===== src/crc8fc_pkg.sv =====
// ----------------------------------------------------------------------------
// crc8fc_pkg: shared types, constants and functions of the CRC-8 frame checker
// Holds the configuration register map, the register and result structures
// and the byte-wide CRC-8 update used by the frame evaluation logic.
// ----------------------------------------------------------------------------
package crc8fc_pkg;

   // Register map of the configuration port.
   localparam int CSR_INDEX_WIDTH = 2;
   localparam int CSR_DATA_WIDTH  = 13;

   typedef enum logic [CSR_INDEX_WIDTH-1:0] {
      CSR_PAYLOAD_LENGTH = 2'd0,
      CSR_CRC_POLYNOMIAL = 2'd1,
      CSR_CRC_INITIAL    = 2'd2
   } csr_index_type;

   localparam int LENGTH_WIDTH = 13;
   localparam int BYTE_WIDTH   = 8;

   // Longest payload the frame counter supports.
   localparam logic [LENGTH_WIDTH-1:0] MAX_PAYLOAD = 13'd4096;

   localparam logic [LENGTH_WIDTH-1:0] PAYLOAD_LENGTH_RESET = 13'd512;
   localparam logic [BYTE_WIDTH-1:0]   CRC_POLYNOMIAL_RESET = 8'h07;
   localparam logic [BYTE_WIDTH-1:0]   CRC_INITIAL_RESET    = 8'h00;

   typedef struct packed {
      logic [LENGTH_WIDTH-1:0] payload_length;
      logic [BYTE_WIDTH-1:0]   crc_polynomial;
      logic [BYTE_WIDTH-1:0]   crc_initial;
   } cfg_type;

   typedef struct packed {
      logic                  status;
      logic [BYTE_WIDTH-1:0] computed_crc;
      logic [BYTE_WIDTH-1:0] received_crc;
   } result_type;

   // Status codes of a frame result.
   localparam logic STATUS_GOOD     = 1'b0;
   localparam logic STATUS_MISMATCH = 1'b1;

   // One byte of CRC-8, MSB first, non-reflected.
   function automatic logic [BYTE_WIDTH-1:0] crc8_byte(
      input logic [BYTE_WIDTH-1:0] crc,
      input logic [BYTE_WIDTH-1:0] data,
      input logic [BYTE_WIDTH-1:0] poly
   );
      logic [BYTE_WIDTH-1:0] value;
      value = crc ^ data;
      for (int i = 0; i < BYTE_WIDTH; i++) begin
         if (value[BYTE_WIDTH-1]) begin
            value = {value[BYTE_WIDTH-2:0], 1'b0} ^ poly;
         end else begin
            value = {value[BYTE_WIDTH-2:0], 1'b0};
         end
      end
      return value;
   endfunction

endpackage


===== src/crc8fc_frame.sv =====
// ----------------------------------------------------------------------------
// crc8fc_frame: frame state and byte evaluation
// Keeps the running CRC and the byte position, decides whether the current
// byte is payload or the trailing CRC byte and forms the frame result.
// ----------------------------------------------------------------------------
module crc8fc_frame (
   input  logic                                  clock,
   input  logic                                  reset,
   input  crc8fc_pkg::cfg_type                   cfg,
   input  logic [crc8fc_pkg::BYTE_WIDTH-1:0]     data_byte,
   input  logic                                  advance,
   output logic                                  frame_end,
   output crc8fc_pkg::result_type                result
);

   logic [crc8fc_pkg::BYTE_WIDTH-1:0]   running_crc_ff;
   logic [crc8fc_pkg::BYTE_WIDTH-1:0]   running_crc_in;
   logic [crc8fc_pkg::LENGTH_WIDTH-1:0] byte_position_ff;
   logic [crc8fc_pkg::LENGTH_WIDTH-1:0] byte_position_in;
   logic [crc8fc_pkg::LENGTH_WIDTH-1:0] effective_length;
   logic [crc8fc_pkg::BYTE_WIDTH-1:0]   crc_now;

   // A length of zero counts as one; anything above the maximum saturates.
   always_comb begin
      priority if (cfg.payload_length == '0) begin
         effective_length = crc8fc_pkg::LENGTH_WIDTH'(1);
      end else if (cfg.payload_length > crc8fc_pkg::MAX_PAYLOAD) begin
         effective_length = crc8fc_pkg::MAX_PAYLOAD;
      end else begin
         effective_length = cfg.payload_length;
      end
   end

   // The first byte of a frame starts from the initial value as it is now.
   assign crc_now   = (byte_position_ff == '0) ? cfg.crc_initial : running_crc_ff;
   assign frame_end = (byte_position_ff >= effective_length);

   always_comb begin
      result.computed_crc = crc_now;
      result.received_crc = data_byte;
      result.status       = (crc_now == data_byte) ? crc8fc_pkg::STATUS_GOOD
                                                   : crc8fc_pkg::STATUS_MISMATCH;
   end

   always_comb begin
      running_crc_in   = running_crc_ff;
      byte_position_in = byte_position_ff;
      if (advance) begin
         if (frame_end) begin
            running_crc_in   = cfg.crc_initial;
            byte_position_in = '0;
         end else begin
            running_crc_in   = crc8fc_pkg::crc8_byte(crc_now, data_byte,
                                                     cfg.crc_polynomial);
            byte_position_in = byte_position_ff + crc8fc_pkg::LENGTH_WIDTH'(1);
         end
      end
   end

   always_ff @(posedge clock) begin
      if (reset) begin
         running_crc_ff   <= crc8fc_pkg::CRC_INITIAL_RESET;
         byte_position_ff <= '0;
      end else begin
         running_crc_ff   <= running_crc_in;
         byte_position_ff <= byte_position_in;
      end
   end

endmodule


===== config.mk =====
export PLATFORM = sky130hd
export DESIGN_NAME = crc8fc_frame
export DESIGN_NICKNAME = d
export VERILOG_FILES = /design/src/crc8fc_pkg.sv /design/src/crc8fc_frame.sv
export SDC_FILE = /design/constraint.sdc
export NUM_CORES = 1
export LEC_CHECK = 0
export BUFFER_PORTS_ARGS = -buffer_cell sky130_fd_sc_hd__buf_2
export CAP_MARGIN = 25
export CELL_PAD_IN_SITES_DETAIL_PLACEMENT = 2
export CELL_PAD_IN_SITES_GLOBAL_PLACEMENT = 2
export CORE_ASPECT_RATIO = 0.9
export CORE_UTILIZATION = 35
export CTS_CLUSTER_SIZE = 30
export DETAILED_ROUTE_END_ITERATION = 8
export PLACE_DENSITY = 0.95
export SETUP_SLACK_MARGIN = 0.3
export SLEW_MARGIN = 25
export SYNTH_ARGS = -nofsm -noshare
export SYNTH_HDL_FRONTEND = slang
export SYNTH_SLANG_ARGS = --single-unit

===== constraint.sdc =====
create_clock -name clock -period 13.7 [get_ports clock]
set_clock_uncertainty 0.05 [all_clocks]
set_input_delay 1.37 -clock clock [delete_from_list [all_inputs] [get_ports clock]]
set_output_delay 1.37 -clock clock [all_outputs]
set_load 0.005 [all_outputs]

---- Word-level counts from Yosys, hierarchy flattened ----
Cells that the tools add are included.
operators by class
  add/sub/neg operators ................... 1
  $lt $le $gt $ge ......................... 2
  equal/unequal tests ..................... 1
  mux-type cells .......................... 28
  bitwise operators ....................... 9
  reduce and logical (&&, ||, !) cells .... 2
operator list
  cell                                                    count
  two-way mux 8 bit                                       24
  bitwise XOR 8 bit                                       9
  two-way mux 13 bit                                      3
  zero test 13 bit                                        2
  adder 13 x 1 -> 13 bit (second input constant)          1
  greater-or-equal comparator 13 bit                      1
  greater-than comparator 13 bit (second input constant)  1
  equality test 8 bit                                     1
  two-way mux 1 bit                                       1
storage, ports and cells
  register bits after elaboration ......... 21
  input bits .............................. 40
  output and inout bits ................... 18
  logic and storage cells ................. 45

---- Depth between registers and ports, before layout ----
Gate-level depths: netlist (run 1).
  depth after elaboration ................. 34
  depth in mapped cells ................... 20
  gate-level depth less buffers ........... 19

---- Least setup slack after synthesis (run 1) ----
No wires, ideal clock.
  kind .................................... input to output
  from .................................... input port cfg[28] (netlist bit)
  to ...................................... output port frame_end
  data arrival time ....................... 3.952 ns
  required time ........................... 12.280 ns
  slack ................................... 8.328 ns
  cell stages on the path ................. 17
  path buffers ............................ 2
  cells stage by stage .................... inv_1 clkbuf_1 nand2_1 ha_1 nor2b_1 o21a_1 o21a_1 o21a_1 o21a_1 o21a_1 o21a_1 o21a_1 o21ai_0 a21boi_0 o211ai_1 nand2_1 clkbuf_1
on the way
  longest elaborated chain between the ends .. 4
  elaborated cells on any way between the ends .. 5
  classes of those cells .................. order compare (2); mux (2); reduce/logical (1)
RTL lines
  item                                  line                source
  start, declared                       crc8fc_frame.sv:9   input crc8fc_pkg::cfg_type cfg,
  greater-than comparator 13 bit        crc8fc_frame.sv:27  end else if (cfg.payload_length > crc8fc_pkg::MAX_PAYLOAD) begin
  two-way mux 13 bit                    crc8fc_frame.sv:27
  two-way mux 13 bit *                  crc8fc_frame.sv:25  priority if (cfg.payload_length == '0) begin
  greater-or-equal comparator 13 bit *  crc8fc_frame.sv:36  assign frame_end = (byte_position_ff >= effective_length);
  end, declared                         crc8fc_frame.sv:12  output logic frame_end,
Mark *: on every way between the ends. The rest lies on a longest branch, timed or not.

---- Worst setup path after layout (run 1) ----
Ends and elaborated chain as after synthesis.

==> metrics.log, run 1 <==
[metrics] HPWL reported at the end of detailed placement: between 9000 and 10000 µm
[metrics] register area share after synthesis: 0.1323
[metrics] dominant register cell in the synthesized netlist: sky130_fd_sc_hd__dfxtp_1
[metrics] Global Route Usage Sum: 0.2883
[metrics] Worst setup SP type: input pin
[metrics] required time of the critical path: 12280 ps
[metrics] status: complete, no violations
[metrics] Clock Latency Late Sink: around 280 ps
[metrics] Max Slew Vio Count: 0
[metrics] biggest fanout along the worst timing path: 12
[metrics] via count of the first global-routing pass: 3768
[metrics] initial core utilization: 0.3656
[metrics] critical path endpoint category: output pin
[metrics] post-synthesis instance total: approximately 420
[metrics] Critical Path Most Common Cell: sky130_fd_sc_hd__o21a_1
[metrics] mean cell area of the mapped netlist: 7.600 µm²
[metrics] global-route wire length before repair: roughly 21000 µm
[metrics] Arr. time, crit path: 4820 ps
[metrics] transition at the pin with the smallest max-transition slack: 681.5 ps
[metrics] DRC violation count after routing: 0
[metrics] post-synthesis instance area: 0.003177 mm²
[metrics] pwr/cell area: 192.8 mW/mm²
[metrics] remaining number of nets flagged by the antenna check after routing: 0
[metrics] number of distinct library cell variants in the gate-level netlist after synthesis: 70
[metrics] Rows: 32
[metrics] clock buffers created by TritonCTS: 3
[metrics] layout overhead on the synthesized area: 10.63%
[metrics] Layout fillers: 1065
[metrics] count of clock tree sinks: 21
[metrics] Detailed Route Iter0 Violations: 224
[metrics] post-DR vias/cell: 6.062
[metrics] setup repair after global routing missed its margin: false
[metrics] length of the first detailed-routing pass in iterations: 4
[metrics] setup tns final: 0 ps
[metrics] core outline area: just under 0.009 mm²
[metrics] maximum VDD drop: 0.1193 mV
[metrics] final critical-path required period: 6239 ps
[metrics] setup repair bufs after CTS: 0
[metrics] crit path cell chain: buf_2 -> inv_1 -> nand2_1 -> ha_1 -> nor2b_1 -> o21a_1 -> o21a_1 -> o21a_1 -> o21a_1 -> o21a_1 -> o21a_1 -> o21a_1 -> o21ai_0 -> a21boi_0 -> o211ai_1 -> nand2_1 -> buf_2
[metrics] number of hold buffers added after cts: 0
[metrics] post-DR wirelength/cell: 23.24 µm
[metrics] CTS clock-pin slew for the worst setup and hold paths: 90 ps
[metrics] net count reported at finish: 505
[metrics] TritonCTS clock tree: built
[metrics] type of the tightest min-delay check: flop to flop
[metrics] count of buffers from port buffering: between 50 and 60
[metrics] Placer Congestion: 0.8047
[metrics] commonest non-fill, non-tap cell in the layout: sky130_fd_sc_hd__nand2_1
[metrics] largest delay contributor family on the critical path: compound AO/OA/AOI/OAI gates
[metrics] die boundary height: 92.38 µm
[metrics] share of cells above drive strength 1: 0.1893
[metrics] library cell contributing the largest single delay on the critical path: sky130_fd_sc_hd__o211ai_1
[metrics] leftover overflow at the end of global routing: 0
[metrics] number of antenna violations at the first check in global routing: 1
[metrics] Highest Clock Rate: 160.3 MHz
[metrics] I/O pins: 58
[metrics] maximum number of pins on one net before global-route repair: 28
[metrics] number of buffers on the longest clock path: 2
[metrics] Synth Register Bits: 21
[metrics] Total Wirelength: 13220 µm
[metrics] Buffers & Inverters on Critical Path: 3
[metrics] Final Hold Viols: 0
[metrics] Post-Syn Nets: between 400 and 500
[metrics] proportion of register bits with asynchronous set or reset after synthesis: 0
[metrics] share of the clock period used by the worst path: 0.4554
[metrics] via count: 3449
[metrics] setup violators final: 0
[metrics] category of the critical setup timing path: input pin to output pin
[metrics] commonest cells after routing, fill and taps aside: sky130_fd_sc_hd__nand2_1 (66), sky130_fd_sc_hd__buf_2 (57), sky130_fd_sc_hd__nor2_1 (35)
[metrics] area of the die: 0.009462 mm²
[metrics] leakage power summed over all cells: 1.508 nW
[metrics] root buffer cell: sky130_fd_sc_hd__clkbuf_8
[metrics] maxcap violations: 0
[metrics] H-Tree Depth: 1
[metrics] biggest cell delay along the critical path: 360 ps
[metrics] count of instances resized after the clock tree is built: 0
[metrics] post-layout power: between 0.0006 and 0.0007 W
[metrics] horizontal die dimension: 102.4 µm
[metrics] worst reg-to-reg setup slack: slightly below 8000 ps
[metrics] count of flip-flops with a built-in enable after synthesis: 0
[metrics] Yosys warning count: 0
[metrics] Relative slew margins: 0.5440
Yosys cell counts, types with 8 or more instances:
cell | n | area [µm²]
sky130_fd_sc_hd__nand2_1 | 66 | 247.7
sky130_fd_sc_hd__nor2_1 | 35 | 131.4
sky130_fd_sc_hd__xnor2_1 | 33 | 289.0
sky130_fd_sc_hd__dfxtp_1 | 21 | 420.4
sky130_fd_sc_hd__xor2_1 | 20 | 175.2
sky130_fd_sc_hd__a21oi_1 | 19 | 95.09
sky130_fd_sc_hd__clkbuf_1 | 19 | 71.32
sky130_fd_sc_hd__ha_1 | 15 | 187.7
sky130_fd_sc_hd__o21ai_0 | 12 | 60.06
sky130_fd_sc_hd__nand3_1 | 10 | 50.05
sky130_fd_sc_hd__buf_4 | 9 | 67.56
sky130_fd_sc_hd__nand4_1 | 9 | 56.30
sky130_fd_sc_hd__nand2b_1 | 8 | 50.05
sky130_fd_sc_hd__o21a_1 | 8 | 60.06
cell type report:
cell class	instances	area, µm²	area share
inverters	7	26.28	0.007476
repair buffers	57	285.3	0.08117
flip-flops and latches	21	420.4	0.1196
well taps	119	148.9	0.04236
diodes	1	2.502	0.0007120
clock buffers	3	41.29	0.01175
multi-input cells	360	2582	0.7348
clock inverters	1	7.507	0.002136
metrics by stage:
stage | setup slack (ps) | std cells | hold WS [ps] | util | cell area [µm²]
after floorplan | 8328 | 418 | 400.2 | - | 3177
after global placement | 7664 | 564 | 420.0 | 0.3986 | 3463
after detailed placement | 7419 | 564 | 438.7 | 0.3986 | 3463
after CTS | 7501 | 568 | 455.7 | 0.4042 | 3512
after global routing | 7223 | 569 | 484.2 | 0.4045 | 3515
final | 7461 | 569 | 445.9 | 0.4045 | 3515
report_power, final:
group	leakage, nW	switching (W)	internal (W)
clock	0.0217	0.0000251	0.0000207
combinational	1.31	0.000301	0.000254
sequential	0.171	0.00000699	0.0000700
total	1.51	0.000333	0.000345
flip-flops by register name, indices dropped and copies added, names as in the netlist:
signal,flops
running_crc_ff,8
byte_position_ff,13
tightest hold or removal path, stage by stage (launching register included):
cell                      delay (ps)
sky130_fd_sc_hd__dfxtp_1         330
sky130_fd_sc_hd__nor2_1           90
sky130_fd_sc_hd__nor3_1           50
metal layers:
metal  vias to the layer above  share of wire  global-route usage
li1                       1555              -                   -
met1                      1739           0.42              0.3653
met2                       117           0.49              0.4928
met3                        38          0.050             0.03472
met4                         0          0.035              0.1083
met5                         -              0                   0
cells by family after synthesis:
family,count (synthesis),synth area share
muxes,14,0.04805
buffers and inverters,37,0.05474
and+or+nand+nor,167,0.2603
AOI/OAI and AO/OA,101,0.2284
xor gates and xnor gates,63,0.2170
adders and majority gates,15,0.05908
DFF,21,0.1323
worst paths after layout:
check | start | end | depth (start not counted)
worst max-delay path | cfg[28] | frame_end | 17
worst min-delay path | running_crc_ff[0]$_SDFFE_PP0P_ | running_crc_ff[0]$_SDFFE_PP0P_ | 2
worst max register to register | byte_position_ff[0]$_SDFFE_PP0P_ | running_crc_ff[6]$_SDFFE_PP0P_ | 17
worst min register to register | running_crc_ff[0]$_SDFFE_PP0P_ | running_crc_ff[0]$_SDFFE_PP0P_ | 2
Power figures use the tool's default switching activity.
==> run 2, diff against run 1 <==
CORE_UTILIZATION = 30   (was 35)
PLACE_DENSITY = 0.88   (was 0.95)
clock period = 5.05 ns   (was 13.7 ns; I/O delays follow)
==> run 2 against run 1 <==
First-iteration DRC count down 24%. Design area rose by 15%. Die area rose by 16%. Core utilization decreased by 1.1 points. Hold slack improved by 1.2 ps. Count of clock-buffer cells in the layout unchanged. Flip-flop and latch count unchanged. Global-route usage shrank 6.0 points. Sequential power rose to 2.8 times the previous value. Wire length is 4.4% higher. Worst setup slack lost 7100 ps. Power grew to 3.6 times the previous value.
==> metrics.log, run 2 (same netlist as run 1, synthesis figures left out) <==
[metrics] status: complete, no violations
[metrics] Reg2Reg Launch Point: byte_position_ff[1]$_SDFFE_PP0P_
[metrics] count of buffers from port buffering: 57
[metrics] pwr/cell area: 598.7 mW/mm²
[metrics] die boundary height: 99.63 µm
[metrics] Clock Latency Late Sink: 270 ps
[metrics] Max Slew Vio Count: 0
[metrics] placed cell area: between 0.003 and 0.004 mm²
[metrics] registers with the highest flip-flop counts: byte_position_ff: 13 flops, running_crc_ff: 8 flops
[metrics] Layout fillers: 1163
[metrics] count of clock tree sinks: 21
[metrics] Highest Clock Rate: 212.0 MHz
[metrics] Detailed Route Iter0 Violations: roughly 170
[metrics] H-Tree Depth: 1
[metrics] number of buffers on the longest clock path: 2
[metrics] commonest non-fill, non-tap cell in the layout: sky130_fd_sc_hd__nand2_1
[metrics] maximum VDD drop: 0.3462 mV
[metrics] Storage cell area: 430.4 µm²
[metrics] required time of the critical path: 5150 ps
[metrics] leftover overflow at the end of global routing: 0
[metrics] setup repair after global routing missed its margin: true
[metrics] maximum number of pins on one net before global-route repair: 28
[metrics] transition at the pin with the smallest max-transition slack: 736.6 ps
[metrics] remaining number of nets flagged by the antenna check after routing: 0
[metrics] number of antenna violations at the first check in global routing: 0
[metrics] biggest fanout along the worst timing path: 5
[metrics] net count reported at finish: 531
[metrics] root buffer cell: sky130_fd_sc_hd__clkbuf_16
[metrics] share of cells above drive strength 1: 0.3263
[metrics] final critical-path required period: 4717 ps
[metrics] Worst setup SP type: flop
[metrics] TritonCTS clock tree: built
[metrics] leakage power summed over all cells: 1.734 nW
[metrics] CTS clock-pin slew for the worst setup and hold paths: about 70 ps
[metrics] number of flip-flops under the largest register name: 13
[metrics] horizontal die dimension: 110.5 µm
[metrics] Global Route Usage Sum: 0.2282
[metrics] I/O pins: 58
[metrics] crit path cell chain: inv_4 -> ha_4 -> or4b_4 -> o31ai_4 -> nand2_2 -> a32oi_2 -> nand4_1 -> buf_4 -> a211o_4 -> o221ai_2 -> a32oi_1 -> xnor2_1 -> xnor3_1 -> nor2_4 -> xor2_2 -> a21oi_1 -> o21ai_1 -> a21oi_1
[metrics] DRC violation count after routing: 0
[metrics] number of diodes: 0
[metrics] Critical Path Most Common Cell: sky130_fd_sc_hd__a21oi_1
[metrics] Relative slew margins: 0.5073
[metrics] post-DR wirelength/cell: 22.86 µm
[metrics] length of the first detailed-routing pass in iterations: 4
[metrics] area of the die: between 0.01 and 0.015 mm²
[metrics] post-route cell area: a little over 0.004 mm²
[metrics] total area of multi-input combinational cells: 0.002856 mm²
[metrics] biggest cell delay along the critical path: 510 ps
[metrics] core outline area: 0.01025 mm²
[metrics] capturing instance or port of the critical path: running_crc_ff[7]$_SDFFE_PP0P_
[metrics] initial core utilization: 0.3100
[metrics] Arr. time, crit path: 4820 ps
[metrics] setup violators final: 0
[metrics] Worst Setup SP: byte_position_ff[1]$_SDFFE_PP0P_
[metrics] via count: 3525
[metrics] via count of the first global-routing pass: 3718
[metrics] Placer Congestion: 0.8153
[metrics] Reg-to-Reg End: running_crc_ff[7]$_SDFFE_PP0P_
[metrics] post-DR vias/cell: ~6
[metrics] category of the critical setup timing path: flop to flop
[metrics] global-route wire length before repair: about 20000 µm
[metrics] Total Wirelength: 13810 µm
[metrics] setup tns final: 0 ps
[metrics] critical path endpoint category: flop
[metrics] maxcap violations: 0
[metrics] number of cells on the worst reg-to-reg path: 18
[metrics] HPWL reported at the end of detailed placement: between 9000 and 10000 µm
[metrics] worst reg-to-reg setup slack: 330 ps
[metrics] Final Hold Viols: 0
[metrics] share of the clock period used by the worst path: 0.9340
[metrics] type of the tightest min-delay check: flop to flop
[metrics] library cell contributing the largest single delay on the critical path: sky130_fd_sc_hd__or4b_4
[metrics] commonest cells after routing, fill and taps aside: sky130_fd_sc_hd__nand2_1 (59), sky130_fd_sc_hd__buf_2 (57), sky130_fd_sc_hd__nor2_1 (32)
[metrics] clock buffers created by TritonCTS: 3
[metrics] Rows: 35
[metrics] layout overhead on the synthesized area: 27.02%
[metrics] Biggest register: byte_position_ff
==> run 2: cell types whose count changed in the layout (fill, tap and decap cells not counted), moves of 3 or more <==
cell	previous run	this run
sky130_fd_sc_hd__dfxtp_1	21	17
sky130_fd_sc_hd__clkbuf_8	3	0
sky130_fd_sc_hd__xnor2_1	33	24
sky130_fd_sc_hd__nand2_2	1	7
sky130_fd_sc_hd__clkbuf_16	0	3
sky130_fd_sc_hd__xnor2_2	1	10
sky130_fd_sc_hd__nor2_1	35	32
sky130_fd_sc_hd__nand2_1	66	59
sky130_fd_sc_hd__buf_4	0	25
==> run 2: report_power, final <==
| group | switching, W | internal, W | leakage [nW] | total, W |
|---|---|---|---|---|
| sequential | 0.0000228 | 0.000190 | 0.173 | 0.000213 |
| clock | 0.0000733 | 0.000108 | 0.0371 | 0.000181 |
| combinational | 0.00104 | 0.000985 | 1.52 | 0.00202 |
==> run 2: critical path: cells and delay by family, from the launching register on <==
| kind | cells | cell delay [ps] |
|---|---|---|
| flip-flops | 1 | 370 |
| AO/OA/AOI/OAI | 8 | 1600 |
| buffers and inverters | 2 | 260 |
| adder cells (fa/ha/maj) | 1 | 120 |
| AND/OR/NAND/NOR | 4 | 1080 |
| XOR/XNOR | 3 | 1100 |
==> run 2: layout make-up <==
type,instances,area share
Timing Repair Buffer,82,0.1172
Multi-Input combinational cell,361,0.7079
Tap cell,129,0.04000
Inverter,7,0.007752
Sequential cell,21,0.1067
Clock inverter,1,0.001860
Clock buffer,3,0.01860
==> run 2: how the worst min path moves through the flow <==
stage               cells after the start                            from                             end
floorplan                               2  running_crc_ff[0]$_SDFFE_PP0P_  running_crc_ff[0]$_SDFFE_PP0P_
global placement                        2  running_crc_ff[0]$_SDFFE_PP0P_  running_crc_ff[0]$_SDFFE_PP0P_
detailed placement                      2  running_crc_ff[0]$_SDFFE_PP0P_  running_crc_ff[0]$_SDFFE_PP0P_
CTS                                     2  running_crc_ff[0]$_SDFFE_PP0P_  running_crc_ff[0]$_SDFFE_PP0P_
global route                            2  running_crc_ff[0]$_SDFFE_PP0P_  running_crc_ff[0]$_SDFFE_PP0P_
finish                                  2  running_crc_ff[0]$_SDFFE_PP0P_  running_crc_ff[0]$_SDFFE_PP0P_
==> run 2: layer usage <==
| layer | track usage | routed length [µm] | vias up | part of all wire |
|---|---|---|---|---|
| li1 | - | - | 1614 | - |
| met1 | 0.2991 | 6007 | 1798 | 0.43 |
| met2 | 0.3999 | 6997 | 95 | 0.51 |
| met3 | 0.02559 | 551 | 18 | 0.040 |
| met4 | 0.05641 | 253 | 0 | 0.018 |
| met5 | 0 | 0 | - | 0 |
==> run 2: timing repair <==
| action | 4_1_cts | 5_1_grt |
|---|---|---|
| hold buffers | 0 | 0 |
| cloned | 1 | 0 |
| pin swaps | 5 | 23 |
| setup endpoints to repair | 8 | 9 |
| gates resized for setup | 17 | 43 |
| hold endpoints to repair | 0 | 0 |
| buffers inserted | 4 | 13 |
==> run 2: through the flow <==
stage	total power, W	setup slack (ps)	util	hold WS, ps	instances
2_1_floorplan	0.001395	669.2	-	400.2	418
3_3_place_gp	0.001672	189.8	0.3451	420.5	582
3_5_place_dp	0.001746	-112.5	0.3451	432.5	582
4_1_cts	0.002048	310.5	0.3661	445.8	591
5_1_grt	0.002552	178.8	0.3938	461.8	604
6_report	0.002416	333.1	0.3938	447.2	604
==> run 3, diff against run 2 <==
REMOVE_ABC_BUFFERS = 1   (was unset)
==> run 3 against run 2 <==
Highest routed layer unchanged. Worst setup slack worse by 230 ps. Maximum frequency is 4.6% lower. Largest power group unchanged. First-iteration DRC count grew 30%. Power is 13% higher. Non-clock buffer count increased by 24. Global-route usage is 1.9 points higher. Count of clock-buffer cells in the layout is the same.
==> metrics.log, run 3 (same netlist as run 1, synthesis figures left out) <==
[metrics] number of placed cells counting well taps: 586
[metrics] Highest Clock Rate: 202.3 MHz
[metrics] met2 routed wirelength: ~8400 µm
[metrics] registers with the highest flip-flop counts: byte_position_ff: 13 flops, running_crc_ff: 8 flops
[metrics] net count reported at finish: 556
[metrics] post-DR wirelength/cell: 27.82 µm
[metrics] root buffer cell: sky130_fd_sc_hd__clkbuf_16
[metrics] number of diodes: 0
[metrics] post-DR vias/cell: around 6.2
[metrics] core outline area: 0.01025 mm²
[metrics] setup repair after global routing missed its margin: true
[metrics] commonest non-fill, non-tap cell in the layout: sky130_fd_sc_hd__nand2_1
[metrics] Hold Path Stages: 2
[metrics] post-layout power: approximately 0.0027 W
[metrics] required time of the critical path: 5140 ps
[metrics] critical path endpoint category: flop
[metrics] setup violators final: 0
[metrics] global-route wire length before repair: 21470 µm
[metrics] number of flip-flops under the largest register name: 13
[metrics] leakage power summed over all cells: 1.879 nW
[metrics] H-Tree Depth: 1
[metrics] maximum VDD drop: 0.6767 mV
[metrics] I/O pins: 58
[metrics] DRC violation count after routing: 0
[metrics] uppermost layer routed: met4
[metrics] Placer Congestion: 0.8842
[metrics] count of buffers from port buffering: 57
[metrics] biggest fanout along the worst timing path: 6
[metrics] clock buffers created by TritonCTS: 3
[metrics] remaining number of nets flagged by the antenna check after routing: 0
[metrics] number of antenna violations at the first check in global routing: 0
[metrics] area of the die: around 0.011 mm²
[metrics] final hold slack: 488.0 ps
[metrics] commonest cells after routing, fill and taps aside: sky130_fd_sc_hd__nand2_1 (62), sky130_fd_sc_hd__buf_2 (57), sky130_fd_sc_hd__buf_4 (44)
[metrics] Total Wirelength: 17500 µm
[metrics] met3 WL: between 900 and 1000 µm
[metrics] number of hold buffers added after cts: 0
[metrics] horizontal die dimension: 110.5 µm
[metrics] Worst setup SP type: flop
[metrics] die boundary height: 99.63 µm
[metrics] maximum number of pins on one net before global-route repair: 27
[metrics] share of cells above drive strength 1: 0.3780
[metrics] placed cell area: ~0.0036 mm²
[metrics] initial core utilization: 0.3100
[metrics] leftover overflow at the end of global routing: 0
[metrics] layout overhead on the synthesized area: 38.56%
[metrics] routed metal-1 wirelength: approximately 7400 µm
[metrics] number of buffers on the longest clock path: 2
[metrics] length of the first detailed-routing pass in iterations: 5
[metrics] via count: slightly below 4000
[metrics] transition at the pin with the smallest max-transition slack: 560.0 ps
[metrics] post-route cell area: 0.004402 mm²
[metrics] via count of the first global-routing pass: between 3000 and 4000
[metrics] final critical-path required period: 4944 ps
[metrics] pwr/cell area: 619.1 mW/mm²
[metrics] count of clock tree sinks: 21
[metrics] maxcap violations: 0
[metrics] Arr. time, crit path: roughly 5000 ps
[metrics] Max Slew Vio Count: 0
[metrics] Final Hold Viols: 0
[metrics] type of the tightest min-delay check: flop to flop
[metrics] Rows: 35
[metrics] status: complete, no violations
[metrics] category of the critical setup timing path: flop to flop
[metrics] number of cells on the worst reg-to-reg path: 21
[metrics] pre-CTS setup slack: -129.9 ps
[metrics] final critical-path setup slack: 106.5 ps
[metrics] Biggest register: byte_position_ff
[metrics] HPWL reported at the end of detailed placement: about 9900 µm
[metrics] Finished Layout Cells: ~630
[metrics] Detailed Route Iter0 Violations: 223
[metrics] CTS clock-pin slew for the worst setup and hold paths: 70 ps
[metrics] Relative slew margins: 0.6250
[metrics] share of the clock period used by the worst path: 0.9789
[metrics] Global Route Usage Sum: 0.2473
[metrics] TritonCTS clock tree: built
[metrics] Clock Latency Late Sink: 270 ps
[run 3: cell types whose count changed in the layout (fill, tap and decap cells not counted), moves of 4 or more]
| cell | delta |
|---|---|
| sky130_fd_sc_hd__a21oi_1 | -5 |
| sky130_fd_sc_hd__xnor2_1 | +4 |
| sky130_fd_sc_hd__buf_6 | +5 |
| sky130_fd_sc_hd__buf_4 | +19 |
| sky130_fd_sc_hd__a21oi_2 | +4 |
| sky130_fd_sc_hd__xnor2_2 | -5 |
[run 3: power by group]
group / internal [W] / switching, W
Sequential: 0.000190 / 0.0000243
Clock: 0.000108 / 0.0000775
Combinational: 0.00109 / 0.00123
Total: 0.00139 / 0.00133
[run 3: repair_timing]
item	CTS	global route
gates resized for setup	24	66
cloned	1	1
setup endpoints to repair	8	9
pin swaps	13	35
endpoints found under the hold margin	0	0
buffers inserted	10	27
[run 3: metal layers]
metal | vias up | GRT usage
met4 | 0 | 0.07487
li1 | 1662 | -
met5 | - | 0
met3 | 57 | 0.02377
met1 | 1995 | 0.3163
met2 | 174 | 0.4405
[run 3: area by class of cell]
cell class | count | area, µm²
Clock buffer | 3 | 75.07
Clock inverter | 1 | 7.507
Fill cell | 1172 | 5846
Inverter | 7 | 31.28
Multi-Input combinational cell | 362 | 3025
Sequential cell | 21 | 429.2
Tap cell | 129 | 161.4
Timing Repair Buffer | 106 | 671.9
[run 3: path summary, 6_finish.rpt]
path	endpoint	start	slack, ps
setup / recovery	running_crc_ff[3]$_SDFFE_PP0P_	byte_position_ff[4]$_SDFFE_PP0P_	110
hold / removal	running_crc_ff[0]$_SDFFE_PP0P_	running_crc_ff[0]$_SDFFE_PP0P_	490
setup reg to reg	running_crc_ff[3]$_SDFFE_PP0P_	byte_position_ff[4]$_SDFFE_PP0P_	110
hold reg to reg	running_crc_ff[0]$_SDFFE_PP0P_	running_crc_ff[0]$_SDFFE_PP0P_	490
[run 3: through the flow]
step,utilization,TNS (ps)
6_report,0.4295,0
5_1_grt,0.4295,-11.02
4_1_cts,0.3748,0
3_5_place_dp,0.3480,-372.8
3_3_place_gp,0.3480,0
2_1_floorplan,-,0
[run 3: worst max-delay path, stage by stage (launching register included)]
cell and delay [ps]:
sky130_fd_sc_hd__dfxtp_1 440, sky130_fd_sc_hd__nor4b_4 350, sky130_fd_sc_hd__buf_4 200, sky130_fd_sc_hd__nand4_1 240, sky130_fd_sc_hd__buf_4 240, sky130_fd_sc_hd__nand2_2 130
sky130_fd_sc_hd__buf_6 110, sky130_fd_sc_hd__buf_4 90, sky130_fd_sc_hd__nand4_1 150, sky130_fd_sc_hd__a31oi_4 350, sky130_fd_sc_hd__buf_4 180, sky130_fd_sc_hd__o211ai_1 150
sky130_fd_sc_hd__a21oi_2 250, sky130_fd_sc_hd__mux2i_4 350, sky130_fd_sc_hd__a311o_1 290, sky130_fd_sc_hd__o32ai_2 110, sky130_fd_sc_hd__xor2_1 220, sky130_fd_sc_hd__buf_4 190
sky130_fd_sc_hd__nand2_1 90, sky130_fd_sc_hd__xnor2_1 270, sky130_fd_sc_hd__xnor2_1 200, sky130_fd_sc_hd__o22ai_1 140
